## src/rtl/core/bvhrf_pkg.sv

```systemverilog
package bvhrf_pkg;

    // command kinds carried on the input tuser
    localparam int KIND_W = 2;
    typedef logic [KIND_W-1:0] kind_t;
    localparam kind_t KIND_VERTEX = 2'd0;
    localparam kind_t KIND_CORNER = 2'd1;
    localparam kind_t KIND_NODE   = 2'd2;
    localparam kind_t KIND_REFIT  = 2'd3;

    // field widths
    localparam int INDEX_W  = 14;
    localparam int COORD_W  = 32;
    localparam int LINK_W   = 13;
    localparam int COUNT_W  = 4;
    localparam int NODE_ID_W = 13;
    localparam int VTX_W    = 3 * COORD_W;
    localparam int BOX_W    = 6 * COORD_W;

    // packed stream widths, rounded to whole bytes
    localparam int IN_DATA_W  = 144;
    localparam int OUT_DATA_W = 208;

    // triangle number and corner slot during a leaf walk
    localparam int TRI_W  = 14;
    localparam int SLOT_W = 16;
    localparam logic [1:0] LAST_CORNER = 2'd2;

    // empty box bounds
    localparam logic signed [COORD_W-1:0] EMPTY_MIN = 32'sh7FFF_FFFF;
    localparam logic signed [COORD_W-1:0] EMPTY_MAX = 32'sh8000_0000;

    // controller to datapath
    typedef struct packed {
        logic accept;
        logic start;
        logic next_tri;
        logic corner_rd;
        logic vert_rd;
        logic grow_vert;
        logic next_corner;
        logic grow_child;
        logic child_b_rd;
        logic store;
    } cmd_t;

    // datapath to controller
    typedef struct packed {
        logic idx_ok;
        logic leaf;
        logic tri_ok;
        logic tri_last;
        logic corner_last;
        logic vert_ok;
        logic a_ok;
        logic b_ok;
    } sts_t;

endpackage

```

## src/rtl/core/bvhrf_ctrl.sv

```systemverilog
module bvhrf_ctrl (
    input  logic              clk,
    input  logic              rst_n,
    input  logic              in_valid,
    output logic              in_ready,
    input  bvhrf_pkg::kind_t  in_kind,
    output logic              out_valid,
    input  logic              out_ready,
    output bvhrf_pkg::cmd_t   cmd,
    input  bvhrf_pkg::sts_t   sts
);
    import bvhrf_pkg::*;

    localparam logic [2:0] S_IDLE   = 3'd0;
    localparam logic [2:0] S_LINK   = 3'd1;
    localparam logic [2:0] S_TRI    = 3'd2;
    localparam logic [2:0] S_VERT   = 3'd3;
    localparam logic [2:0] S_GROWV  = 3'd4;
    localparam logic [2:0] S_CHILDA = 3'd5;
    localparam logic [2:0] S_CHILDB = 3'd6;
    localparam logic [2:0] S_STORE  = 3'd7;

    logic [2:0] state_reg;
    logic [2:0] state_next;
    logic       out_valid_reg;
    logic       out_valid_next;
    logic       out_free;

    assign in_ready  = state_reg == S_IDLE;
    assign out_valid = out_valid_reg;
    assign out_free  = !out_valid_reg || out_ready;

    // next state and commands
    always_comb
    begin
        state_next = state_reg;
        cmd        = '0;
        unique case (state_reg)
            S_IDLE:
            begin
                cmd.accept = in_valid;
                if (in_valid && (in_kind == KIND_REFIT))
                begin
                    state_next = S_LINK;
                end
            end
            S_LINK:
            begin
                if (!sts.idx_ok)
                begin
                    state_next = S_IDLE;
                end
                else
                begin
                    cmd.start  = 1'b1;
                    state_next = sts.leaf ? S_TRI : S_CHILDA;
                end
            end
            S_TRI:
            begin
                if (sts.tri_ok)
                begin
                    cmd.corner_rd = 1'b1;
                    state_next    = S_VERT;
                end
                else
                begin
                    cmd.next_tri = 1'b1;
                    state_next   = sts.tri_last ? S_STORE : S_TRI;
                end
            end
            S_VERT:
            begin
                if (sts.vert_ok)
                begin
                    cmd.vert_rd = 1'b1;
                    state_next  = S_GROWV;
                end
                else
                begin
                    cmd.next_corner = 1'b1;
                    state_next      = sts.corner_last ? S_STORE : S_TRI;
                end
            end
            S_GROWV:
            begin
                cmd.grow_vert   = 1'b1;
                cmd.next_corner = 1'b1;
                state_next      = sts.corner_last ? S_STORE : S_TRI;
            end
            S_CHILDA:
            begin
                cmd.grow_child = sts.a_ok;
                cmd.child_b_rd = 1'b1;
                state_next     = S_CHILDB;
            end
            S_CHILDB:
            begin
                cmd.grow_child = sts.b_ok;
                state_next     = S_STORE;
            end
            S_STORE:
            begin
                if (out_free)
                begin
                    cmd.store  = 1'b1;
                    state_next = S_IDLE;
                end
            end
            default:
            begin
                state_next = S_IDLE;
            end
        endcase
    end

    // output valid flag
    always_comb
    begin
        out_valid_next = out_valid_reg;
        if (cmd.store)
        begin
            out_valid_next = 1'b1;
        end
        else if (out_ready)
        begin
            out_valid_next = 1'b0;
        end
    end

    always_ff @(posedge clk or negedge rst_n)
    begin
        if (!rst_n)
        begin
            state_reg     <= S_IDLE;
            out_valid_reg <= 1'b0;
        end
        else
        begin
            state_reg     <= state_next;
            out_valid_reg <= out_valid_next;
        end
    end

`ifndef ASSERT_OFF
    a_store_when_free: assert property (@(posedge clk) disable iff (!rst_n)
        cmd.store |-> out_free)
        else $error("result stored while output register still full");

    a_store_shows: assert property (@(posedge clk) disable iff (!rst_n)
        cmd.store |=> out_valid_reg)
        else $error("stored result not presented");

    a_refit_starts: assert property (@(posedge clk) disable iff (!rst_n)
        (in_valid && in_ready && (in_kind == KIND_REFIT)) |=> (state_reg == S_LINK))
        else $error("accepted refit did not start");

    a_corner_in_range: assert property (@(posedge clk) disable iff (!rst_n)
        cmd.corner_rd |-> sts.tri_ok)
        else $error("corner read for triangle out of range");

    a_no_accept_busy: assert property (@(posedge clk) disable iff (!rst_n)
        (state_reg != S_IDLE) |-> !cmd.accept)
        else $error("transaction taken during refit");
`endif

endmodule

```

## config.mk

```make
export PLATFORM = sky130hd
export DESIGN_NAME = bvhrf_ctrl
export DESIGN_NICKNAME = d
export VERILOG_FILES = /design/src/rtl/core/bvhrf_pkg.sv /design/src/rtl/core/bvhrf_ctrl.sv
export SDC_FILE = /design/constraint.sdc
export NUM_CORES = 1
export LEC_CHECK = 0
export BUFFER_PORTS_ARGS = -buffer_cell sky130_fd_sc_hd__buf_2
export CAP_MARGIN = 40
export CORE_AREA = 8 8 45 47
export DETAILED_ROUTE_END_ITERATION = 8
export DIE_AREA = 0 0 53 55
export PLACE_DENSITY_LB_ADDON = 0.15
export SETUP_SLACK_MARGIN = 0.15
export SLEW_MARGIN = 20
export SYNTH_ARGS = -nofsm -noshare
export SYNTH_HDL_FRONTEND = slang
export SYNTH_SLANG_ARGS = --single-unit
```

## constraint.sdc

```tcl
create_clock -name clk -period 3.3 [get_ports clk]
set_input_delay 0.495 -clock clk [delete_from_list [all_inputs] [get_ports clk]]
set_output_delay 0.495 -clock clk [all_outputs]
set_load 0.03 [all_outputs]
```

# ---- Word-level counts from Yosys, hierarchy flattened
# Cells that the tools add are included.
dict set report totals {
  reg_bits 4
  in_bits 14
  output_inout_bits 12
  wordCells 44
}
dict set report classes {
  eq_ne 10
  mux 26
  n_reduce_logical 6
}
# operator count
set op_table {}
lappend op_table {{2-to-1 mux 3 bit} 8}
lappend op_table {{one-hot mux 3 bit (8 select lines)} 1}
lappend op_table {{2-to-1 mux 1 bit} 14}
lappend op_table {{equality test 3 bit (second input constant)} 4}
lappend op_table {{equality test 3 x 2 -> 1 bit (second input constant)} 2}
lappend op_table {{one-hot mux 1 bit (2 select lines)} 2}
lappend op_table {{equality test 3 x 1 -> 1 bit (second input constant)} 1}
lappend op_table {{zero test 3 bit} 1}
lappend op_table {{equality test 2 bit (second input constant)} 1}
lappend op_table {{2-to-1 mux 2 bit} 1}
lappend op_table {{!= test 2 x 1 -> 1 bit (second input constant)} 1}
lappend op_table {{!= test 2 bit (second input constant)} 1}
lappend op_table {{AND reduction 2 bit} 1}
lappend op_table {{nonzero test 2 bit} 1}
lappend op_table {{logical AND 1 bit} 1}
lappend op_table {{zero test 1 bit} 1}
lappend op_table {{logical OR 1 bit} 1}

# ---- Longest topological paths before layout
# Gate-level depths: netlist (run 1).
dict set report depth {
  ltp_word 5
  depth_mapped 4
  ltp_nobuf 4
}

# ---- Least setup slack after synthesis (run 1)
# OpenSTA, ideal clock, no wires.
dict set report synth_path {
  path_type {register to output}
  startpoint {reg state_reg[1]}
  endpoint {out cmd[3] (netlist bit)}
  arrival_ns 1.473
  required_ns 2.805
  slack_ns 1.332
  stages_incl_launch_ff 4
  n_path_buf 1
  cell_sequence {dfrtp_1 -> buf_2 -> nand2_1 -> o32ai_1}
}
# element line_no
set synth_rtl {}
lappend synth_rtl {{from (decl)} bvhrf_ctrl.sv:23} ;# logic [2:0] state_reg;
lappend synth_rtl {{from (signal assigned)} bvhrf_ctrl.sv:140} ;# state_reg <= state_next;
lappend synth_rtl {{to (decl)} bvhrf_ctrl.sv:9} ;# output bvhrf_pkg::cmd_t cmd,

==> impl_metrics.tcl, run 1 <==
set metrics [dict create \
    track_usage_pct 7.61 \
    nets 88 \
    fin_hold_ws_ps 59.1 \
    path_cells "nand2_1 -> o32ai_1 -> buf_2" \
    met1_usage_pct 8.26 \
    rsz0062_at_grt "false" \
    grt_use_met2_pct 11.9 \
    antenna_left 0 \
    cts_resized 0 \
    largest_reg_flops 3 \
    cp-end-kind "output pin" \
    syn2layout_area_growth_pct 39.7 \
    grt_pass1_wl_um 1660 \
    slew_viol_final 0 \
    critical_path_class "flip-flop to output pin" \
    fin_area_sq_um 510 \
    yosys.area.top_type_share_pct 27.4 \
    ys.flop_type "dfrtp_1" \
    met3_usage_pct 4.01 \
    drtPass1Iterations 2 \
    worst-path-max-fanout 16 \
    num_vias 419 \
    chipHeight_um 55 \
    ctsHtreeMaxLevel 1 \
    die_area_sq_um 2920 \
    dp_hpwl_um 821 \
    dp_cells 85 \
    drtIter0Drc 8 \
    cts_inserted_buffers 3 \
    antennaDiodeCount 0 \
    ioPinCount 26 \
    synth_edf_count 0 \
    place_ws_ps 1570 \
    cp-start-kind "flip-flop" \
    yosysMostFrequentCell "nor2_1" \
    syn_inst 48 \
    numClockSinks 4 \
    dpl_cell_area_sq_um 488 \
    worst_pin_slew_ps 429 \
    ys_ff_latch 4 \
    synth_top_area_cell "dfrtp_1" \
    cts_tree "done" \
    hold_viol_final 0 \
    wl_per_cell_um 11.6 \
    fin_worst_skew_ps 2.67 \
    antenna_found_initial 0 \
    vias_per_cell 4.76 \
    min_path_type "primary input to async pin" \
    nFillCells 150 \
    postCtsSetupBuffers 0 \
    max-slew-margin-rel_pct 71.4 \
    clock_latency_ps 230 \
    clk_pin_slew_ps 40 \
    max_freq_mhz 515 \
    arrival_ps 1450 \
    slowest_stage "dfrtp_1" \
    utilization_pct 36.9 \
    finalWirelength_um 1020 \
    p_leak_nw 0.266 \
    crit_required_ps 2800 \
    grt_start_max_net_pins 17 \
    io_buffers 25 \
    std_cell_rows 14 \
    synth_cell_type_count 25 \
    start_util_pct 26.4 \
    overflow 0 \
    crit_family "flip-flops" \
    synth.area.top_cells "dfrtp_1 27%, nor2_1 8.2%, nand2b_1 5.1%" \
    hold_buffers 0 \
    first_global_vias 401 \
    finalSetupTns_ps 0 \
    synthArstFlopShare_pct 100 \
    min_period_over_period_pct 58.8 \
    clock_path_buffers 2 \
    avgSynthCellArea_sq_um 7.61 \
    status "completed" \
    synth_area_sq_um 365 \
    powerDensity_nw_per_um2 912 \
    layout_setup_ws_ps 1360 \
    stdcell_count 88 \
    drive_above_1_share_pct 43.1 \
    ir_worst_vdd_uv 341 \
    period_needed_ps 1940 \
    fp.dieW_um 53 \
    p_total_mw 0.465 \
    core_sq_um 1380 \
    grt-busiest-layer "met2" \
    synth_commonest_cells "8 x nor2_1, 4 x dfrtp_1, 4 x nand2_1" \
    maxCapViolCount 0 \
    cp_num_buf_inv 1 \
    gp_congestion 0.695 \
    finalSetupViolCount 0 \
    cts_root_buffer "clkbuf_4" \
    synth_warnings 0 \
    syn-num-nets 62 \
    cp_slowest_stage_delay_ps 590 \
    drc 0 \
    seq_area_frac_synth_pct 27.4 \
]
==> power breakdown <==
group / switching, mW / total, mW / internal (mW) / leakage [nW]
Combinational: 0.164 / 0.268 / 0.104 / 0.203
Sequential: 0.0675 / 0.139 / 0.0718 / 0.0483
Clock: 0.0177 / 0.0583 / 0.0405 / 0.0138
Total: 0.249 / 0.465 / 0.216 / 0.266
==> layout make-up <==
type                    count  area [sq um]  share of cell area [%]
clock buffers               3          22.5                    4.41
inverters                   1          3.75                   0.735
multi-input cells          39           239                    46.8
flip-flops and latches      4           100                    19.6
well taps                  16          20.0                    3.92
repair buffers             25           125                    24.5
==> logic make-up (layout without fill, tap and decap cells) <==
family / after synthesis / in the layout / synth area share, %
flops: 4 / 4 / 27.4
compound gates: 8 / 8 / 16.4
simple gates: 31 / 31 / 49.0
buf+inv: 5 / 29 / 7.19
==> cells in the final DEF, fill, tap and decap left out, types with 2 or more instances in the layout <==
master | synthesis | routed
buf_2 | 3 | 25
nor2_1 | 8 | 8
nand2_1 | 4 | 4
dfrtp_1 | 4 | 4
nand2b_1 | 3 | 3
nand3_1 | 3 | 3
clkbuf_4 | 0 | 3
and2_1 | 2 | 2
nor2b_1 | 2 | 2
nor3b_1 | 2 | 2
o21ai_0 | 2 | 2
==> layer usage <==
layer  vias up  wire [um]
met2        13        464
met3         0        101
li1        218          -
met5         -          0
met4         0          0
met1       188        453
==> worst paths after layout <==
path / from / endpoint / slack (ps) / cells past startpoint
worst max register to register: state_reg[2] / state_reg[0] / 1870 / 3
worst min register to register: out_valid / out_valid / 530 / 2
min in group clk: sts[4] / state_reg[2] / 500 / 3
worst max-delay path: state_reg[1] / cmd[3] / 1360 / 3
max in group asynchronous: rst_n / state_reg[2] / 3120 / 1
worst min-delay path: rst_n / out_valid / 60 / 1
(Power assumes the default switching activity.)
==> inputs of run 2 (changes only) <==
clock period = 1.6 ns   (was 3.3 ns; I/O delays follow)
==> run 2 against run 1 <==
Effect of this change: global-route usage up 0.77 points; clock power up 110%; die area unchanged; setup slack worse by 1300 ps; register-to-register slack worse by 1700 ps; critical endpoint is now cmd[2].
==> impl_metrics.tcl, run 2 (synthesis results as in run 1) <==
set metrics [dict create \
    status "completed" \
    hold_viol_final 0 \
    cp-end-kind "output pin" \
    nets 103 \
    grt_use_met2_pct 15.2 \
    slowest_stage "dfrtp_2" \
    drtPass1Iterations 3 \
    slew_viol_final 0 \
    path_cells "buf_6 -> nand3b_1 -> o21ai_1 -> and2_1 -> buf_6" \
    fin_area_sq_um 733 \
    numClockSinks 4 \
    overflow 0 \
    antenna_found_initial 0 \
    finalSetupViolCount 0 \
    arrival_ps 1290 \
    vias_per_cell 4.59 \
    cp-start-kind "flip-flop" \
    std_cell_rows 14 \
    max-slew-margin-rel_pct 84.5 \
    chipHeight_um 55 \
    largest_reg_flops 3 \
    min_period_over_period_pct 95.7 \
    critical_path_class "flip-flop to output pin" \
    cts_root_buffer "clkbuf_4" \
    layout_commonest_cell "buf_2" \
    rsz0062_at_grt "true" \
    final_cell_mix "16 x buf_2, 13 x buf_4, 10 x buf_6" \
    met1_usage_pct 8.58 \
    die_area_sq_um 2920 \
    io_buffers 25 \
    wl_per_cell_um 12.0 \
    cp_slowest_stage_delay_ps 450 \
    p_leak_nw 0.358 \
    drtIter0Drc 1 \
    min_path_type "primary input to flip-flop" \
    start_util_pct 26.4 \
    cts_tree "done" \
    drive_above_1_share_pct 64.4 \
    max_freq_mhz 653 \
    num_vias 473 \
    cp_num_buf_inv 2 \
    finalWirelength_um 1240 \
    first_global_vias 457 \
    dp_hpwl_um 896 \
    core_sq_um 1380 \
    dpl_cell_area_sq_um 515 \
    cts_inserted_buffers 3 \
    maxCapViolCount 0 \
    ir_worst_vdd_uv 815 \
    antenna_left 0 \
    worst-path-max-fanout 5 \
    crit_top_cell "buf_6" \
    met3_usage_pct 2.67 \
    drc 0 \
    grt_start_max_net_pins 8 \
    ctsHtreeMaxLevel 1 \
    fin_worst_skew_ps 1.40 \
    grt-busiest-layer "met2" \
    track_usage_pct 8.38 \
    ioPinCount 26 \
    worst_pin_slew_ps 231 \
    p_total_mw 1.42 \
    clock_path_buffers 2 \
    nFillCells 134 \
    syn2layout_area_growth_pct 101 \
    fp.dieW_um 53 \
    antennaDiodeCount 0 \
    clock_latency_ps 230 \
    clk_pin_slew_ps 40 \
    grt_pass1_wl_um 1880 \
    powerDensity_nw_per_um2 1940 \
    crit_required_ps 1360 \
    gp_congestion 0.712 \
    period_needed_ps 1530 \
    crit_family "flip-flops" \
]
==> run 2: path summary, 6_finish.rpt <==
path	from	to	slack, ps	cells past startpoint
max	state_reg[1]	cmd[2]	70	5
min	sts[4]	state_reg[2]	250	3
max reg2reg	state_reg[1]	state_reg[0]	220	6
min reg2reg	out_valid	out_valid	540	2
max in group asynchronous	rst_n	state_reg[2]	1130	2
min in group asynchronous	rst_n	out_valid	340	2
==> run 2: routing by layer <==
metal | up-vias | part of all wire [%]
li1 | 247 | -
met1 | 217 | 37
met2 | 9 | 57
met3 | 0 | 6.4
met4 | 0 | 0
met5 | - | 0
==> run 2: per-stage QoR <==
stage	util, %	TNS [ps]	setup slack, ps	std cells	hold WS [ps]
after floorplan	-	-95.1	-95.1	48	-55.6
after global placement	37.3	0	186	87	47.6
after detailed placement	37.3	0	194	87	47.6
after CTS	50.3	0	61.2	101	248
after global routing	53.0	0	6.90	103	262
final	53.0	0	68.3	103	249
==> run 2: report_power, final <==
part	switching [mW]	internal, mW	total (mW)
logic	0.502	0.537	1.04
registers	0.102	0.157	0.259
clock network	0.0379	0.0837	0.122
==> run 2: cell type report <==
cell class / count / area [sq um] / share of cell area (%)
Sequential cell: 4 / 104 / 14.2
Timing Repair Buffer: 40 / 300 / 41.0
Inverter: 1 / 3.75 / 0.512
Multi-Input combinational cell: 39 / 283 / 38.6
Clock buffer: 3 / 22.5 / 3.07
Tap cell: 16 / 20.0 / 2.73
==> run 2: worst register-to-register path: cells and delay by family, from the launching register on <==
family	cells	cell delay, ps
compound gates	2	360
buf+inv	2	270
flops	1	450
simple gates	2	150
==> run 2: what timing repair did <==
| action | in CTS | in global routing |
|---|---|---|
| pin swaps | 5 | 2 |
| hold buffers | 1 | 0 |
| cloned | 1 | 0 |
| hold endpoints to repair | 4 | 0 |
| buffers inserted | 9 | 2 |
| gates resized for setup | 25 | 7 |
| endpoints found under the setup margin | 11 | 10 |
==> inputs of run 3 (changes only) <==
SETUP_SLACK_MARGIN = 0.1   (was 0.15)
==> run 3 against run 2 <==
Effect of this change: cell count is 3.9% lower; sequential share of layout area is 1.2 points higher; final area is 8.0% lower; count of clock-buffer cells in the layout stayed put.
==> impl_metrics.tcl, run 3 (synthesis results as in run 1) <==
set metrics [dict create \
    antennaDiodeCount 0 \
    chipHeight_um 55 \
    min_path_type "primary input to flip-flop" \
    period_needed_ps 1510 \
    netSwitchingFraction_pct 47.7 \
    cts_tree "done" \
    holdPathEnd "state_reg[2]" \
    clk_pin_slew_ps 40 \
    io_buffers 25 \
    fin_worst_skew_ps 6.44 \
    status "completed" \
    r2r_start "state_reg[2]" \
    drtPass1Iterations 3 \
    min_period_over_period_pct 94.5 \
    maxCapViolCount 0 \
    min-delay-start "sts[4]" \
    worst-path-max-fanout 6 \
    clock_latency_ps 230 \
    dpl_cell_area_sq_um 508 \
    first_global_vias 439 \
    overflow 0 \
    crit_required_ps 1360 \
    met3_usage_pct 2.41 \
    p_sw_mw 0.626 \
    reg2regPathDepth 6 \
    grt_start_max_net_pins 14 \
    gp_congestion 0.732 \
    vias_per_cell 4.78 \
    ir_worst_vdd_uv 664 \
    worst_pin_slew_ps 245 \
    die_area_sq_um 2920 \
    drive_above_1_share_pct 60.2 \
    stdcell_count 99 \
    fin_area_sq_um 674 \
    finalSetupViolCount 0 \
    slew_viol_final 0 \
    cp_slowest_stage_delay_ps 450 \
    p_leak_nw 0.330 \
    start_util_pct 26.4 \
    std_cell_rows 14 \
    antenna_left 0 \
    largest_reg_flops 3 \
    num_vias 473 \
    max-slew-margin-rel_pct 83.6 \
    cp-start-kind "flip-flop" \
    ioPinCount 26 \
    wl_per_cell_um 13.4 \
    drc 0 \
    syn2layout_area_growth_pct 84.6 \
    p_seq_share_pct 15.9 \
    max_freq_mhz 661 \
    cts_inserted_buffers 3 \
    clock_path_buffers 2 \
    finalWirelength_um 1330 \
    core_sq_um 1380 \
    dp_cells 86 \
    place_ws_ps 136 \
    utilization_pct 48.7 \
    final_cell_mix "17 x buf_2, 12 x buf_4, 7 x nor2_1" \
    track_usage_pct 8.44 \
    numClockSinks 4 \
    cp-end-kind "output pin" \
    layout_commonest_cell "buf_2" \
    layout_setup_ws_ps 87.4 \
    met1_usage_pct 8.42 \
    dp_hpwl_um 921 \
    path_cells "buf_6 -> o32ai_2 -> buf_4" \
    drtIter0Drc 2 \
    antenna_found_initial 0 \
    grt_pass1_wl_um 1840 \
    internal_power_mw 0.687 \
    powerDensity_nw_per_um2 1950 \
    arrival_ps 1270 \
    nets 99 \
    critical_path_class "flip-flop to output pin" \
    fp.dieW_um 53 \
    clockPowerShare_pct 9.5 \
    hold_viol_final 0 \
    grt_use_met2_pct 14.6 \
    reg2reg_setup_slack_ps 190 \
    slowest_stage "dfrtp_2" \
    rsz0062_at_grt "true" \
    min_path_cells 3 \
    ctsHtreeMaxLevel 1 \
    grt-busiest-layer "met2" \
    r2r_end "state_reg[0]" \
    pwr-share-comb_pct 74.7 \
    cts_root_buffer "clkbuf_4" \
]
-- run 3: power groups by stage --
| stage | logic, mW | clock network [mW] | registers [mW] |
|---|---|---|---|
| 5_1_grt | 1.06 | 0.136 | 0.217 |
| 3_3_place_gp | 0.610 | 0 | 0.280 |
| 6_report | 0.980 | 0.124 | 0.209 |
| 2_1_floorplan | 0.536 | 0 | 0.203 |
| 3_5_place_dp | 0.612 | 0 | 0.280 |
| 4_1_cts | 0.673 | 0.133 | 0.281 |
-- run 3: stage by stage --
stage / TNS (ps) / hold WS (ps) / total power [mW]
floorplan: -95.1 / -55.6 / 0.739
global placement: 0 / 49.8 / 0.890
detailed placement: 0 / 51.1 / 0.892
CTS: 0 / 232 / 1.09
global route: 0 / 249 / 1.41
finish: 0 / 242 / 1.31
-- run 3: final cells by class --
type | count | area [sq um]
clock buffers | 3 | 22.5
fillers | 139 | 709
inverters | 1 | 3.75
multi-input cells | 39 | 275
flip-flops and latches | 4 | 104
well taps | 16 | 20.0
repair buffers | 36 | 249
-- run 3: worst max-delay path: cells and delay by family, from the launching register on --
| kind | cells | cell delay [ps] |
|---|---|---|
| AOI/OAI and AO/OA | 1 | 240 |
| buffers and inverters | 2 | 350 |
| DFF | 1 | 450 |
-- run 3: how the worst max path moves through the flow --
| stage | startpoint | cells past startpoint | slack [ps] | to |
|---|---|---|---|---|
| after floorplan | state_reg[1] | 3 | -100 | cmd[9] |
| after global placement | state_reg[1] | 3 | 160 | cmd[3] |
| after detailed placement | state_reg[1] | 3 | 140 | cmd[3] |
| after CTS | state_reg[0] | 3 | 40 | cmd[3] |
| after global routing | state_reg[1] | 4 | 30 | cmd[5] |
| final | state_reg[2] | 3 | 90 | cmd[3] |
-- run 3: what timing repair did --
item / 4_1_cts / 5_1_grt
endpoints found under the setup margin: 11 / 10
resized for setup: 6 / 28
pin swaps: 0 / 4
hold endpoints to repair: 4 / 0
buffers inserted: 2 / 7
hold buffers: 1 / 0
-- run 3: routing by layer --
metal / up-vias / routed length (um)
met1: 218 / 481
met3: 2 / 87
met2: 9 / 748
li1: 244 / -
met4: 0 / 9
met5: - / 0
